File: src/hdl/engine_actuator_sequencer_assert.svh
// assertion macros used by the sequencer top file
`ifndef ENGINE_ACTUATOR_SEQUENCER_ASSERT_SVH
`define ENGINE_ACTUATOR_SEQUENCER_ASSERT_SVH

// property checked outside reset
`define EAS_ASSERT(lbl, clk, rst_n, prop, msg) \
    lbl: assert property (@(posedge clk) disable iff (!rst_n) prop) else $error(msg);

// property checked at every edge, reset included
`define EAS_ASSERT_ALWAYS(lbl, clk, prop, msg) \
    lbl: assert property (@(posedge clk) prop) else $error(msg);

`endif

File: src/hdl/eas_pkg.sv
package eas_pkg;

    // register indexes on the config port
    localparam int unsigned CfgIndexWidth = 3;
    localparam logic [CfgIndexWidth-1:0] REG_PRIME_TIME          = 3'd0;
    localparam logic [CfgIndexWidth-1:0] REG_FAN_ON_TEMP         = 3'd1;
    localparam logic [CfgIndexWidth-1:0] REG_FAN_HYSTERESIS      = 3'd2;
    localparam logic [CfgIndexWidth-1:0] REG_SOLENOID_ON_SPEED   = 3'd3;
    localparam logic [CfgIndexWidth-1:0] REG_SOLENOID_HYSTERESIS = 3'd4;

    localparam int unsigned CfgDataWidth = 16;

    // reset values of the registers
    localparam logic [15:0]        PRIME_TIME_RST          = 16'd2000;
    localparam logic signed [15:0] FAN_ON_TEMP_RST         = 16'sd95;
    localparam logic [14:0]        FAN_HYSTERESIS_RST      = 15'd5;
    localparam logic [14:0]        SOLENOID_ON_SPEED_RST   = 15'd4000;
    localparam logic [14:0]        SOLENOID_HYSTERESIS_RST = 15'd200;

    // prime time accumulator
    localparam int unsigned ElapsedWidth = 17;
    localparam logic [ElapsedWidth-1:0] ELAPSED_MAX = '1;

    // compare width for the hysteresis units
    localparam int unsigned CmpWidth = 17;

    typedef struct packed {
        logic [15:0]        tick_time;
        logic               ignition_on;
        logic               engine_running;
        logic               engine_cranking;
        logic signed [15:0] coolant_temp;
        logic [14:0]        engine_speed;
    } t_in_word;

    typedef struct packed {
        logic relay_drive;
        logic pump_drive;
        logic fan_drive;
        logic solenoid_drive;
    } t_out_word;

    typedef struct packed {
        logic [15:0]        prime_time;
        logic signed [15:0] fan_on_temp;
        logic [14:0]        fan_hysteresis;
        logic [14:0]        solenoid_on_speed;
        logic [14:0]        solenoid_hysteresis;
    } t_cfg;

    // per-tick control handed to the prime unit
    typedef struct packed {
        logic advance;
        logic ignition_on;
        logic engine_running;
        logic engine_cranking;
    } t_tick_ctrl;

endpackage

File: src/hdl/eas_cfg.sv
module eas_cfg (
    input  logic                                 i_clk,
    input  logic                                 i_rst_n,
    input  logic                                 i_cfg_wr_en,
    input  logic [eas_pkg::CfgIndexWidth-1:0]    i_cfg_index,
    input  logic [eas_pkg::CfgDataWidth-1:0]     i_cfg_data,
    output eas_pkg::t_cfg                        o_cfg
);

    eas_pkg::t_cfg r_cfg;
    eas_pkg::t_cfg n_cfg;

    always_comb begin
        n_cfg = r_cfg;
        if (i_cfg_wr_en) begin
            unique case (i_cfg_index)
                eas_pkg::REG_PRIME_TIME:          n_cfg.prime_time = i_cfg_data;
                eas_pkg::REG_FAN_ON_TEMP:         n_cfg.fan_on_temp = signed'(i_cfg_data);
                eas_pkg::REG_FAN_HYSTERESIS:      n_cfg.fan_hysteresis = i_cfg_data[14:0];
                eas_pkg::REG_SOLENOID_ON_SPEED:   n_cfg.solenoid_on_speed = i_cfg_data[14:0];
                eas_pkg::REG_SOLENOID_HYSTERESIS: n_cfg.solenoid_hysteresis = i_cfg_data[14:0];
                default: ;
            endcase
        end
    end

    always_ff @(posedge i_clk) begin
        if (!i_rst_n) begin
            r_cfg.prime_time          <= eas_pkg::PRIME_TIME_RST;
            r_cfg.fan_on_temp         <= eas_pkg::FAN_ON_TEMP_RST;
            r_cfg.fan_hysteresis      <= eas_pkg::FAN_HYSTERESIS_RST;
            r_cfg.solenoid_on_speed   <= eas_pkg::SOLENOID_ON_SPEED_RST;
            r_cfg.solenoid_hysteresis <= eas_pkg::SOLENOID_HYSTERESIS_RST;
        end else begin
            r_cfg <= n_cfg;
        end
    end

    assign o_cfg = r_cfg;

endmodule

File: src/hdl/eas_prime.sv
module eas_prime (
    input  logic                i_clk,
    input  logic                i_rst_n,
    input  eas_pkg::t_tick_ctrl i_ctrl,
    input  logic [15:0]         i_tick_time,
    input  logic [15:0]         i_prime_time,
    output logic                o_pump_drive
);

    logic                              r_pending;
    logic                              n_pending;
    logic [eas_pkg::ElapsedWidth-1:0]  r_elapsed;
    logic [eas_pkg::ElapsedWidth-1:0]  n_elapsed;
    logic [eas_pkg::ElapsedWidth:0]    sum;
    logic                              prime_done;

    assign sum = {1'b0, r_elapsed} + {{(eas_pkg::ElapsedWidth - 15){1'b0}}, i_tick_time};
    // elapsed is checked before this tick is added
    assign prime_done = (i_tick_time >= i_prime_time)
                     || (r_elapsed >= {{(eas_pkg::ElapsedWidth - 16){1'b0}}, i_prime_time});

    always_comb begin
        n_pending    = r_pending;
        n_elapsed    = r_elapsed;
        o_pump_drive = 1'b0;
        priority if (i_ctrl.engine_running || i_ctrl.engine_cranking) begin
            o_pump_drive = 1'b1;
        end else if (i_ctrl.ignition_on && r_pending) begin
            if (prime_done) begin
                n_pending = 1'b0;
            end else begin
                o_pump_drive = 1'b1;
                n_elapsed = sum[eas_pkg::ElapsedWidth] ? eas_pkg::ELAPSED_MAX
                                                       : sum[eas_pkg::ElapsedWidth-1:0];
            end
        end else begin
            o_pump_drive = 1'b0;
        end
    end

    always_ff @(posedge i_clk) begin
        if (!i_rst_n) begin
            r_pending <= 1'b1;
            r_elapsed <= '0;
        end else if (i_ctrl.advance) begin
            r_pending <= n_pending;
            r_elapsed <= n_elapsed;
        end
    end

endmodule

File: src/hdl/eas_hyst.sv
module eas_hyst (
    input  logic                                i_clk,
    input  logic                                i_rst_n,
    input  logic                                i_advance,
    input  logic                                i_active,
    input  logic signed [eas_pkg::CmpWidth-1:0] i_value,
    input  logic [14:0]                         i_hysteresis,
    input  logic signed [eas_pkg::CmpWidth-1:0] i_threshold,
    output logic                                o_latched
);

    logic                                r_latched;
    logic                                n_latched;
    logic signed [eas_pkg::CmpWidth-1:0] low_sum;

    // value plus hysteresis always fits the compare width
    assign low_sum = i_value
                   + signed'({{(eas_pkg::CmpWidth - 15){1'b0}}, i_hysteresis});

    always_comb begin
        priority if (!i_active) begin
            n_latched = 1'b0;
        end else if (r_latched) begin
            n_latched = !(low_sum < i_threshold);
        end else begin
            n_latched = (i_value >= i_threshold);
        end
    end

    always_ff @(posedge i_clk) begin
        if (!i_rst_n) begin
            r_latched <= 1'b0;
        end else if (i_advance) begin
            r_latched <= n_latched;
        end
    end

    assign o_latched = n_latched;

endmodule

File: src/hdl/engine_actuator_sequencer.sv
// channel | direction | handshake                  | word
// in      | into      | i_in_valid / o_in_stall    | i_in_word  (eas_pkg::t_in_word)
// out     | out of    | o_out_valid / i_out_stall  | o_out_word (eas_pkg::t_out_word)
// cfg     | into      | i_cfg_wr_en, no stall      | i_cfg_index, i_cfg_data
//
// a word passes the input then the result register; one word per cycle while i_out_stall is low
// the rate is set by the single state update per tick, done in the cycle a word leaves
// the input register for the result register
// reset is synchronous, active low; it restores register defaults and restarts the prime
// a stalled result holds; the input register keeps filling, so stall reaches the input
// only when both registers are full
`include "engine_actuator_sequencer_assert.svh"

module engine_actuator_sequencer (
    input  logic                              i_clk,
    input  logic                              i_rst_n,
    input  logic                              i_in_valid,
    output logic                              o_in_stall,
    input  eas_pkg::t_in_word                 i_in_word,
    output logic                              o_out_valid,
    input  logic                              i_out_stall,
    output eas_pkg::t_out_word                o_out_word,
    input  logic                              i_cfg_wr_en,
    input  logic [eas_pkg::CfgIndexWidth-1:0] i_cfg_index,
    input  logic [eas_pkg::CfgDataWidth-1:0]  i_cfg_data
);

    eas_pkg::t_cfg       cfg;
    eas_pkg::t_in_word   r_in;
    logic                r_in_valid;
    logic                n_in_valid;
    eas_pkg::t_out_word  r_out;
    eas_pkg::t_out_word  n_out;
    logic                r_out_valid;
    logic                n_out_valid;
    logic                in_accept;
    logic                advance;
    logic                active;
    eas_pkg::t_tick_ctrl tick_ctrl;
    logic                pump;
    logic                fan;
    logic                solenoid;

    // a word moves into the result register when that register is free or draining
    assign advance    = r_in_valid && (!r_out_valid || !i_out_stall);
    assign o_in_stall = r_in_valid && !advance;
    assign in_accept  = i_in_valid && !o_in_stall;

    // fan and solenoid only run with the engine running and not cranking
    assign active = r_in.engine_running && !r_in.engine_cranking;

    assign tick_ctrl.advance         = advance;
    assign tick_ctrl.ignition_on     = r_in.ignition_on;
    assign tick_ctrl.engine_running  = r_in.engine_running;
    assign tick_ctrl.engine_cranking = r_in.engine_cranking;

    eas_cfg u_cfg (
        .i_clk       (i_clk),
        .i_rst_n     (i_rst_n),
        .i_cfg_wr_en (i_cfg_wr_en),
        .i_cfg_index (i_cfg_index),
        .i_cfg_data  (i_cfg_data),
        .o_cfg       (cfg)
    );

    eas_prime u_prime (
        .i_clk        (i_clk),
        .i_rst_n      (i_rst_n),
        .i_ctrl       (tick_ctrl),
        .i_tick_time  (r_in.tick_time),
        .i_prime_time (cfg.prime_time),
        .o_pump_drive (pump)
    );

    // coolant temperature is signed, sign extend to the compare width
    eas_hyst u_fan (
        .i_clk        (i_clk),
        .i_rst_n      (i_rst_n),
        .i_advance    (advance),
        .i_active     (active),
        .i_value      (eas_pkg::CmpWidth'(r_in.coolant_temp)),
        .i_hysteresis (cfg.fan_hysteresis),
        .i_threshold  (eas_pkg::CmpWidth'(cfg.fan_on_temp)),
        .o_latched    (fan)
    );

    // speed is unsigned, zero extend to the compare width
    eas_hyst u_solenoid (
        .i_clk        (i_clk),
        .i_rst_n      (i_rst_n),
        .i_advance    (advance),
        .i_active     (active),
        .i_value      (signed'({{(eas_pkg::CmpWidth - 15){1'b0}}, r_in.engine_speed})),
        .i_hysteresis (cfg.solenoid_hysteresis),
        .i_threshold  (signed'({{(eas_pkg::CmpWidth - 15){1'b0}}, cfg.solenoid_on_speed})),
        .o_latched    (solenoid)
    );

    always_comb begin
        n_out.relay_drive    = r_in.ignition_on;
        n_out.pump_drive     = pump;
        n_out.fan_drive      = fan;
        n_out.solenoid_drive = solenoid;
    end

    always_comb begin
        n_in_valid = r_in_valid;
        if (in_accept) begin
            n_in_valid = 1'b1;
        end else if (advance) begin
            n_in_valid = 1'b0;
        end
        n_out_valid = r_out_valid;
        if (advance) begin
            n_out_valid = 1'b1;
        end else if (!i_out_stall) begin
            n_out_valid = 1'b0;
        end
    end

    // control
    always_ff @(posedge i_clk) begin
        if (!i_rst_n) begin
            r_in_valid  <= 1'b0;
            r_out_valid <= 1'b0;
        end else begin
            r_in_valid  <= n_in_valid;
            r_out_valid <= n_out_valid;
        end
    end

    // payload
    always_ff @(posedge i_clk) begin
        if (in_accept) begin
            r_in <= i_in_word;
        end
        if (advance) begin
            r_out <= n_out;
        end
    end

    assign o_out_valid = r_out_valid;
    assign o_out_word  = r_out;

    `EAS_ASSERT(a_relay_follows_ign, i_clk, i_rst_n,
        advance |=> (r_out.relay_drive == $past(r_in.ignition_on)),
        "relay drive does not follow ignition")
    `EAS_ASSERT(a_pump_when_running, i_clk, i_rst_n,
        advance && (r_in.engine_running || r_in.engine_cranking) |=> r_out.pump_drive,
        "pump off while engine runs or cranks")
    `EAS_ASSERT(a_forced_off_idle, i_clk, i_rst_n,
        advance && !active |=> (!r_out.fan_drive && !r_out.solenoid_drive),
        "fan or solenoid on while engine not running")
    `EAS_ASSERT(a_no_overwrite, i_clk, i_rst_n,
        r_out_valid && i_out_stall |-> !advance,
        "result overwritten while stalled")
    `EAS_ASSERT_ALWAYS(a_reset_empty, i_clk,
        !i_rst_n |=> (!r_in_valid && !r_out_valid),
        "pipeline not empty after reset")

endmodule
File: config.mk
export PLATFORM = sky130hd
export DESIGN_NAME = engine_actuator_sequencer
export DESIGN_NICKNAME = d
export VERILOG_FILES = /design/src/hdl/eas_pkg.sv /design/src/hdl/eas_cfg.sv /design/src/hdl/eas_prime.sv /design/src/hdl/eas_hyst.sv /design/src/hdl/engine_actuator_sequencer.sv
export VERILOG_INCLUDE_DIRS = /design/src /design/src/hdl
export SDC_FILE = /design/constraint.sdc
export NUM_CORES = 1
export LEC_CHECK = 0
export ABC_AREA = 1
export ABC_CLOCK_PERIOD_IN_PS = 3650
export BUFFER_PORTS_ARGS = -buffer_cell sky130_fd_sc_hd__buf_2
export CAP_MARGIN = 10
export CORE_MARGIN = 3
export CORE_UTILIZATION = 63
export CTS_BUF_LIST = sky130_fd_sc_hd__clkbuf_2 sky130_fd_sc_hd__clkbuf_4 sky130_fd_sc_hd__clkbuf_8
export DETAILED_ROUTE_END_ITERATION = 16
export PLACE_DENSITY = 0.83
export SYNTH_ARGS = -nofsm -noshare
export SYNTH_HDL_FRONTEND = slang
export SYNTH_SLANG_ARGS = --single-unit
File: constraint.sdc
create_clock -name i_clk -period 3.65 [get_ports i_clk]
set_clock_uncertainty 0.05 [all_clocks]
set_input_delay 0.1825 -clock i_clk [delete_from_list [all_inputs] [get_ports i_clk]]
set_output_delay 0.1825 -clock i_clk [all_outputs]
set_load 0.02 [all_outputs]
# Word level (Yosys, flattened, before mapping)
# Index checks and enable logic that the tools add are counted.
dict set report word_totals {
  ff_bits 153
  out_inout_bits 6
  inputBits 74
}
dict set report op_classes {
  addsub 3
  muxes 11
  reduce_logical 24
  n_lt_le_gt_ge 6
  bitwise_logic 2
  eq_ne 5
}
# op count
set ops {}
lappend ops {{$lt A17 B16 Y1} 2}
lappend ops {{$ge A16 B16 Y1} 2}
lappend ops {{$add A17 B16 Y18} 1}
lappend ops {{$add A16 B16 Y17} 1}
lappend ops {{$ge A17 B16 Y1} 1}
lappend ops {{$mux W17} 1}
lappend ops {{$add A15 B15 Y16} 1}
lappend ops {{$ge A15 B15 Y1} 1}
lappend ops {{$mux W1} 10}
lappend ops {{$reduce_and A2 Y1} 5}
lappend ops {{$reduce_and A4 Y1} 2}
lappend ops {{$logic_not A1 Y1} 7}
lappend ops {{$eq A3 B2 Y1 const B} 2}
lappend ops {{$logic_and A1 B1 Y1} 5}
lappend ops {{$eq A3 B1 Y1 const B} 1}
lappend ops {{$eq A3 B3 Y1 const B} 1}
lappend ops {{$logic_not A3 Y1} 1}
lappend ops {{$logic_or A1 B1 Y1} 3}
lappend ops {{$ne A2 B1 Y1 const B} 1}
lappend ops {{$not A1 Y1} 2}
lappend ops {{$reduce_bool A2 Y1} 1}

# Longest topological paths before layout
dict set report logic_depth {
  ltp_word 8
  depth_mapped 22
  mapped_depth_nobuf 22
}

# Modules after synthesis
# From an unflattened synthesis, not the netlist that was laid out.
dict set report unflattened {
  hier_cells 1464
  area_unflattened_um2 10892.9
}
# mod cells_each seq_area_each_um2 n_inst area_per_inst_um2
set modules_own_cells {}
lappend modules_own_cells {eas_cfg 427 1541.5 1 3069.2}
lappend modules_own_cells {eas_prime 454 360.3 1 2716.4}
lappend modules_own_cells {engine_actuator_sequencer 70 1661.6 1 1727.9}
lappend modules_own_cells {{eas_hyst (u_solenoid)} 263 20.0 1 1707.9}
lappend modules_own_cells {{eas_hyst (u_fan)} 250 20.0 1 1671.6}

# Least setup slack after synthesis
# Ideal clock, no wire load.
dict set report synth_timing {
  kind {register -> register}
  start {register r_in[15] in the netlist's numbering}
  end {register r_out, in the netlist o_out_word[1], data pin}
  arrival_ns 2.620
  n_path_buf 0
  period_less_slack_ns 2.922
  slack_ns 0.728
  path_stages_with_launch 20
  path_cell_list {edfxtp_1 -> ha_1 -> inv_1 -> fa_1 -> nor3_1 -> nor2_1 -> o21ai_0 -> a31oi_1 -> xor2_1 -> ha_1 -> nand2_1 -> nand2_1 -> nand2_1 -> nand2_1 -> a21oi_1 -> nand3_1 -> nand2_1 -> nand3_1 -> nand3_1 -> inv_1}
}
dict set report synth_via {
  elab_chain_cells 5
}
# item line
set synth_lines {}
lappend synth_lines {{start, declared} engine_actuator_sequencer.sv:29} ;# eas_pkg::t_in_word r_in;
lappend synth_lines {{start signal, assigned} engine_actuator_sequencer.sv:135} ;# r_in <= i_in_word;
lappend synth_lines {{$add A16 B16 Y17} eas_hyst.sv:18} ;# + signed'({{(eas_pkg::CmpWidth - 15){1'b0}}, i_hysteresis});
lappend synth_lines {{$lt A17 B16 Y1} eas_hyst.sv:24} ;# n_latched = !(low_sum < i_threshold);
lappend synth_lines {{$logic_not A1 Y1} eas_hyst.sv:24}
lappend synth_lines {{$mux W1 (*)} eas_hyst.sv:23} ;# end else if (r_latched) begin
lappend synth_lines {{$mux W1 (*)} eas_hyst.sv:21} ;# priority if (!i_active) begin
lappend synth_lines {{net fan} engine_actuator_sequencer.sv:41} ;# logic fan;
lappend synth_lines {{end signal, assigned} engine_actuator_sequencer.sv:138} ;# r_out <= n_out;
lappend synth_lines {{end, declared} engine_actuator_sequencer.sv:32} ;# eas_pkg::t_out_word r_out;
# Mark *: on every way through the listed nets, which the timed path passes. The rest lies on a longest branch.
# A chain may end at the register's enable or synchronous reset.

# Final worst setup path
# Same ends and word-level chain as after synthesis.

==> key figures <==
Setup path
  – Family with the most delay on the worst path: adder cells
  – Critical Path Most Common Cell: nand2_1
  – Cells on worst reg2reg path: 19
  – Slowest stage delay, CP: around 0.42 ns
  – Worst path slowest cell: fa_1
  – CP Buf/Inv Count: 2
  – CP Capture Type: flip-flop
  – Worst reg2reg setup slack: roughly 0.38 ns
  – CP Launch Type: flip-flop
  – Crit-path cells: ha_1 > inv_1 > fa_1 > nor3_1 > nor2_1 > o21ai_0 > a31oi_1 > xor2_1 > ha_1 > nand2_1 > nand2_1 > nand2_1 > nand2_1 > a21oi_1 > nand3_1 > nand2_1 > nand3_1 > nand3_1 > inv_1
  – CP max FO: 3
  – Reg2Reg Launch Point: r_in[15]
  – CP arrival: ~3.5 ns
  – WS Path Type: flip-flop to flip-flop
  – Worst r2r dst: o_out_word[1]
  – Critical Path RT: 3.83 ns

Route
  – Vias per cell: 5.482
  – Routed via count: roughly 8.6k
  – Initial DRC Count: slightly below 700
  – Remaining design rule violation count: 0
  – WL/cell: ~15 um
  – Total Routed Length: between 20 and 25 mm
  – DRT Pass-1 Iters: 6
  – Antenna viol nets, final: 0

STA
  – RSZ-0062 raised after global routing: false
  – Slew Viols, Final: 0
  – Setup_tns: 0 ns
  – Rel. slew slack: 0.2076
  – FMAX: between 300 and 400 MHz
  – Final setup fails: 0
  – WHS: ~0.018 ns
  – Tmin final: approximately 3.3 ns
  – Setup ws final: roughly 0.38 ns
  – Hold Vio Cnt, Final: 0
  – Fin crit share: 0.8952
  – Slew @ Worst Pin: roughly 1.2 ns

Floorplan
  – Ports: 80
  – Initial Util: 0.6558
  – Cell Rows: 44
  – Die footprint: roughly 17000 sq um
  – Die Y: between 100 and 150 um
  – Die X-Extent: ~130 um
  – Core area: between 10000 and 15000 sq um

Logic synthesis
  – Yosys reg bits: roughly 150
  – Area of the mapped netlist: 9712 sq um
  – Synth warn: 0
  – Syn avg cell area: approximately 7.9 sq um
  – EDFF count, synth: 54
  – Number of distinct library cells after synthesis: 40
  – FFs w/ async S/R, synth: 0
  – Syn_nets: ~1.5k
  – Syn Inst Count: about 1.2k
  – Compound-Gate Fraction of Synth Area: 0.1291
  – Sequential element share of the synthesized area: 0.3710
  – Mux cell area share after synthesis: 0
  – Top_reg_cell synth: dfxtp_1
  – Xor/xnor share of the synthesized area: 0.03427
  – Post-Synth Adder-Cell Area: 0.1853
  – Post-synthesis simple-gate area fraction: 0.2060
  – Main combinational cell family by area after synthesis: simple AND/OR/NAND/NOR gates

Min path
  – HP Start: i_cfg_data[5]
  – Worst hold path depth: 3
  – Worst hold endpoint: u_cfg.o_cfg[35]
  – Hold Path Class: primary input to flip-flop

Power and ir drop
  – LEAKAGE: 5.605 nW
  – Tot Pwr: around 3.8 mW
  – Pwr per Cell Area: approximately 340 nW/um^2
  – Worst VDD drop: about 360 uV

Place
  – Placed cells: 1481
  – Pre-CTS setup slack: around 0.46 ns
  – Placer Congestion: 0.9315
  – # port buffers: between 70 and 80
  – Hpwl dp: ~17 mm

Clock tree
  – Hold buffer count at cts: 61
  – Total CTS buffers: 17
  – Maximum root-to-sink buffer count: 2
  – CTS tree: built
  – Later-pin clock latency in the skew report: ~0.48 ns
  – Post CTS Setup Buffer Count: 0
  – Clk root buf: clkbuf_8
  – Post_cts resized: 0
  – CTS clk-pin slew, worst paths: roughly 0.1 ns
  – Clk sink count: 153
  – Htree depth: 4

Layout
  – Most frequent cells in the layout: nand2_1 (255), inv_1 (155), nor2_1 (143)
  – Layout cell share with drive strength beyond 1: 0.1036
  – Layout filler cell count: around 1.1k
  – Fin cells: around 1.6k
  – # diodes: 0
  – Commonest non-fill, non-tap cell in the layout: nand2_1
  – Nets: roughly 1.6k
  – Synth-to-layout area growth: 15.70%

Global route
  – Pin count of the biggest net entering global routing: 54
  – Initial antenna violation count: 0
  – Global-route wire length before repair: 39.11 mm
  – Grt ovf: 0
  – Total track usage: 0.2930
  – Vias in the first global route: 8387

Outcome
  – Status: finished, final reports clean

Flow run
  – Max-Cap Viols: 0
per-stage QoR:
step | area [sq um] | util
final | 11240 | 0.7588
after global routing | 11240 | 0.7588
after CTS | 11240 | 0.7588
after detailed placement | 10260 | 0.6929
after global placement | 10260 | 0.6929
after floorplan | 9712 | -
synthesized netlist by cell type, drive strengths merged (3+ instances only):
cell type	count	area, sq um
nor2	145	554.3
clkbuf	17	63.81
ha	139	1739
o21ai	85	436.7
nand3	44	225.2
a21oi	119	603.1
buf	7	50.05
o21a	3	22.52
a21o	5	37.54
a31oi	3	18.77
nor3	12	70.07
nand4	16	106.4
edfxtp	54	1622
o211ai	11	82.58
nand2	266	1031
fa	3	60.06
xnor2	10	87.58
dfxtp	99	1982
inv	161	604.3
o21bai	4	30.03
xor2	28	245.2
kinds of logic after synthesis:
family	count (synthesis)
buffers and inverters	186
and+or+nand+nor	485
AOI/OAI and AO/OA	233
DFF	153
xor gates and xnor gates	38
adders and majority gates	142
where the power goes:
group          leakage [nW]  switching, mW  total, mW  internal, mW
Sequential             1.33         0.0425       1.88          1.84
Combinational          4.08          0.431      0.733         0.302
Clock                 0.192          0.720       1.23         0.506
Total                  5.61           1.19       3.84          2.65
worst max-delay path by stage:
| stage | from | endpoint | slack [ns] | cells after the start |
|---|---|---|---|---|
| after detailed placement | r_in[15] | o_out_word[1] | 0.46 | 19 |
| after global routing | r_in[0] | o_out_word[0] | 0.06 | 20 |
| after floorplan | r_in[15] | o_out_word[1] | 0.73 | 19 |
| final | r_in[15] | o_out_word[1] | 0.38 | 19 |
| after global placement | r_in[0] | o_out_word[0] | 0.52 | 20 |
| after CTS | r_in[0] | o_out_word[0] | 0.41 | 20 |
final cells by class:
cell class,count,area (sq um),area share
clock buffer,18,241.5,0.02149
clock inverter,14,123.9,0.01102
inverter,162,608.1,0.05411
multi-input combinational,898,5386,0.4793
sequential,153,3603,0.3207
tap,184,230.2,0.02049
timing repair buffer,145,1044,0.09286
registers in the layout (all words and copies together) (netlist names), 4 cells and up:
signal,cells
r_in,49
o_out_word,4
u_cfg.o_cfg,77
u_prime.r_elapsed,17
worst min-delay path: stages:
cell    delay, ns
buf_2        0.16
nor2_1       0.11
nor2_1       0.05
per-layer routing:
layer,GRT usage,up-vias,routed length (um)
li1,-,4378,-
met4,0.1241,0,765
met1,0.3652,3908,10360
met2,0.4955,275,11450
met5,0,-,0
met3,0.05813,68,1581
Power figures use the tool's default switching activity.
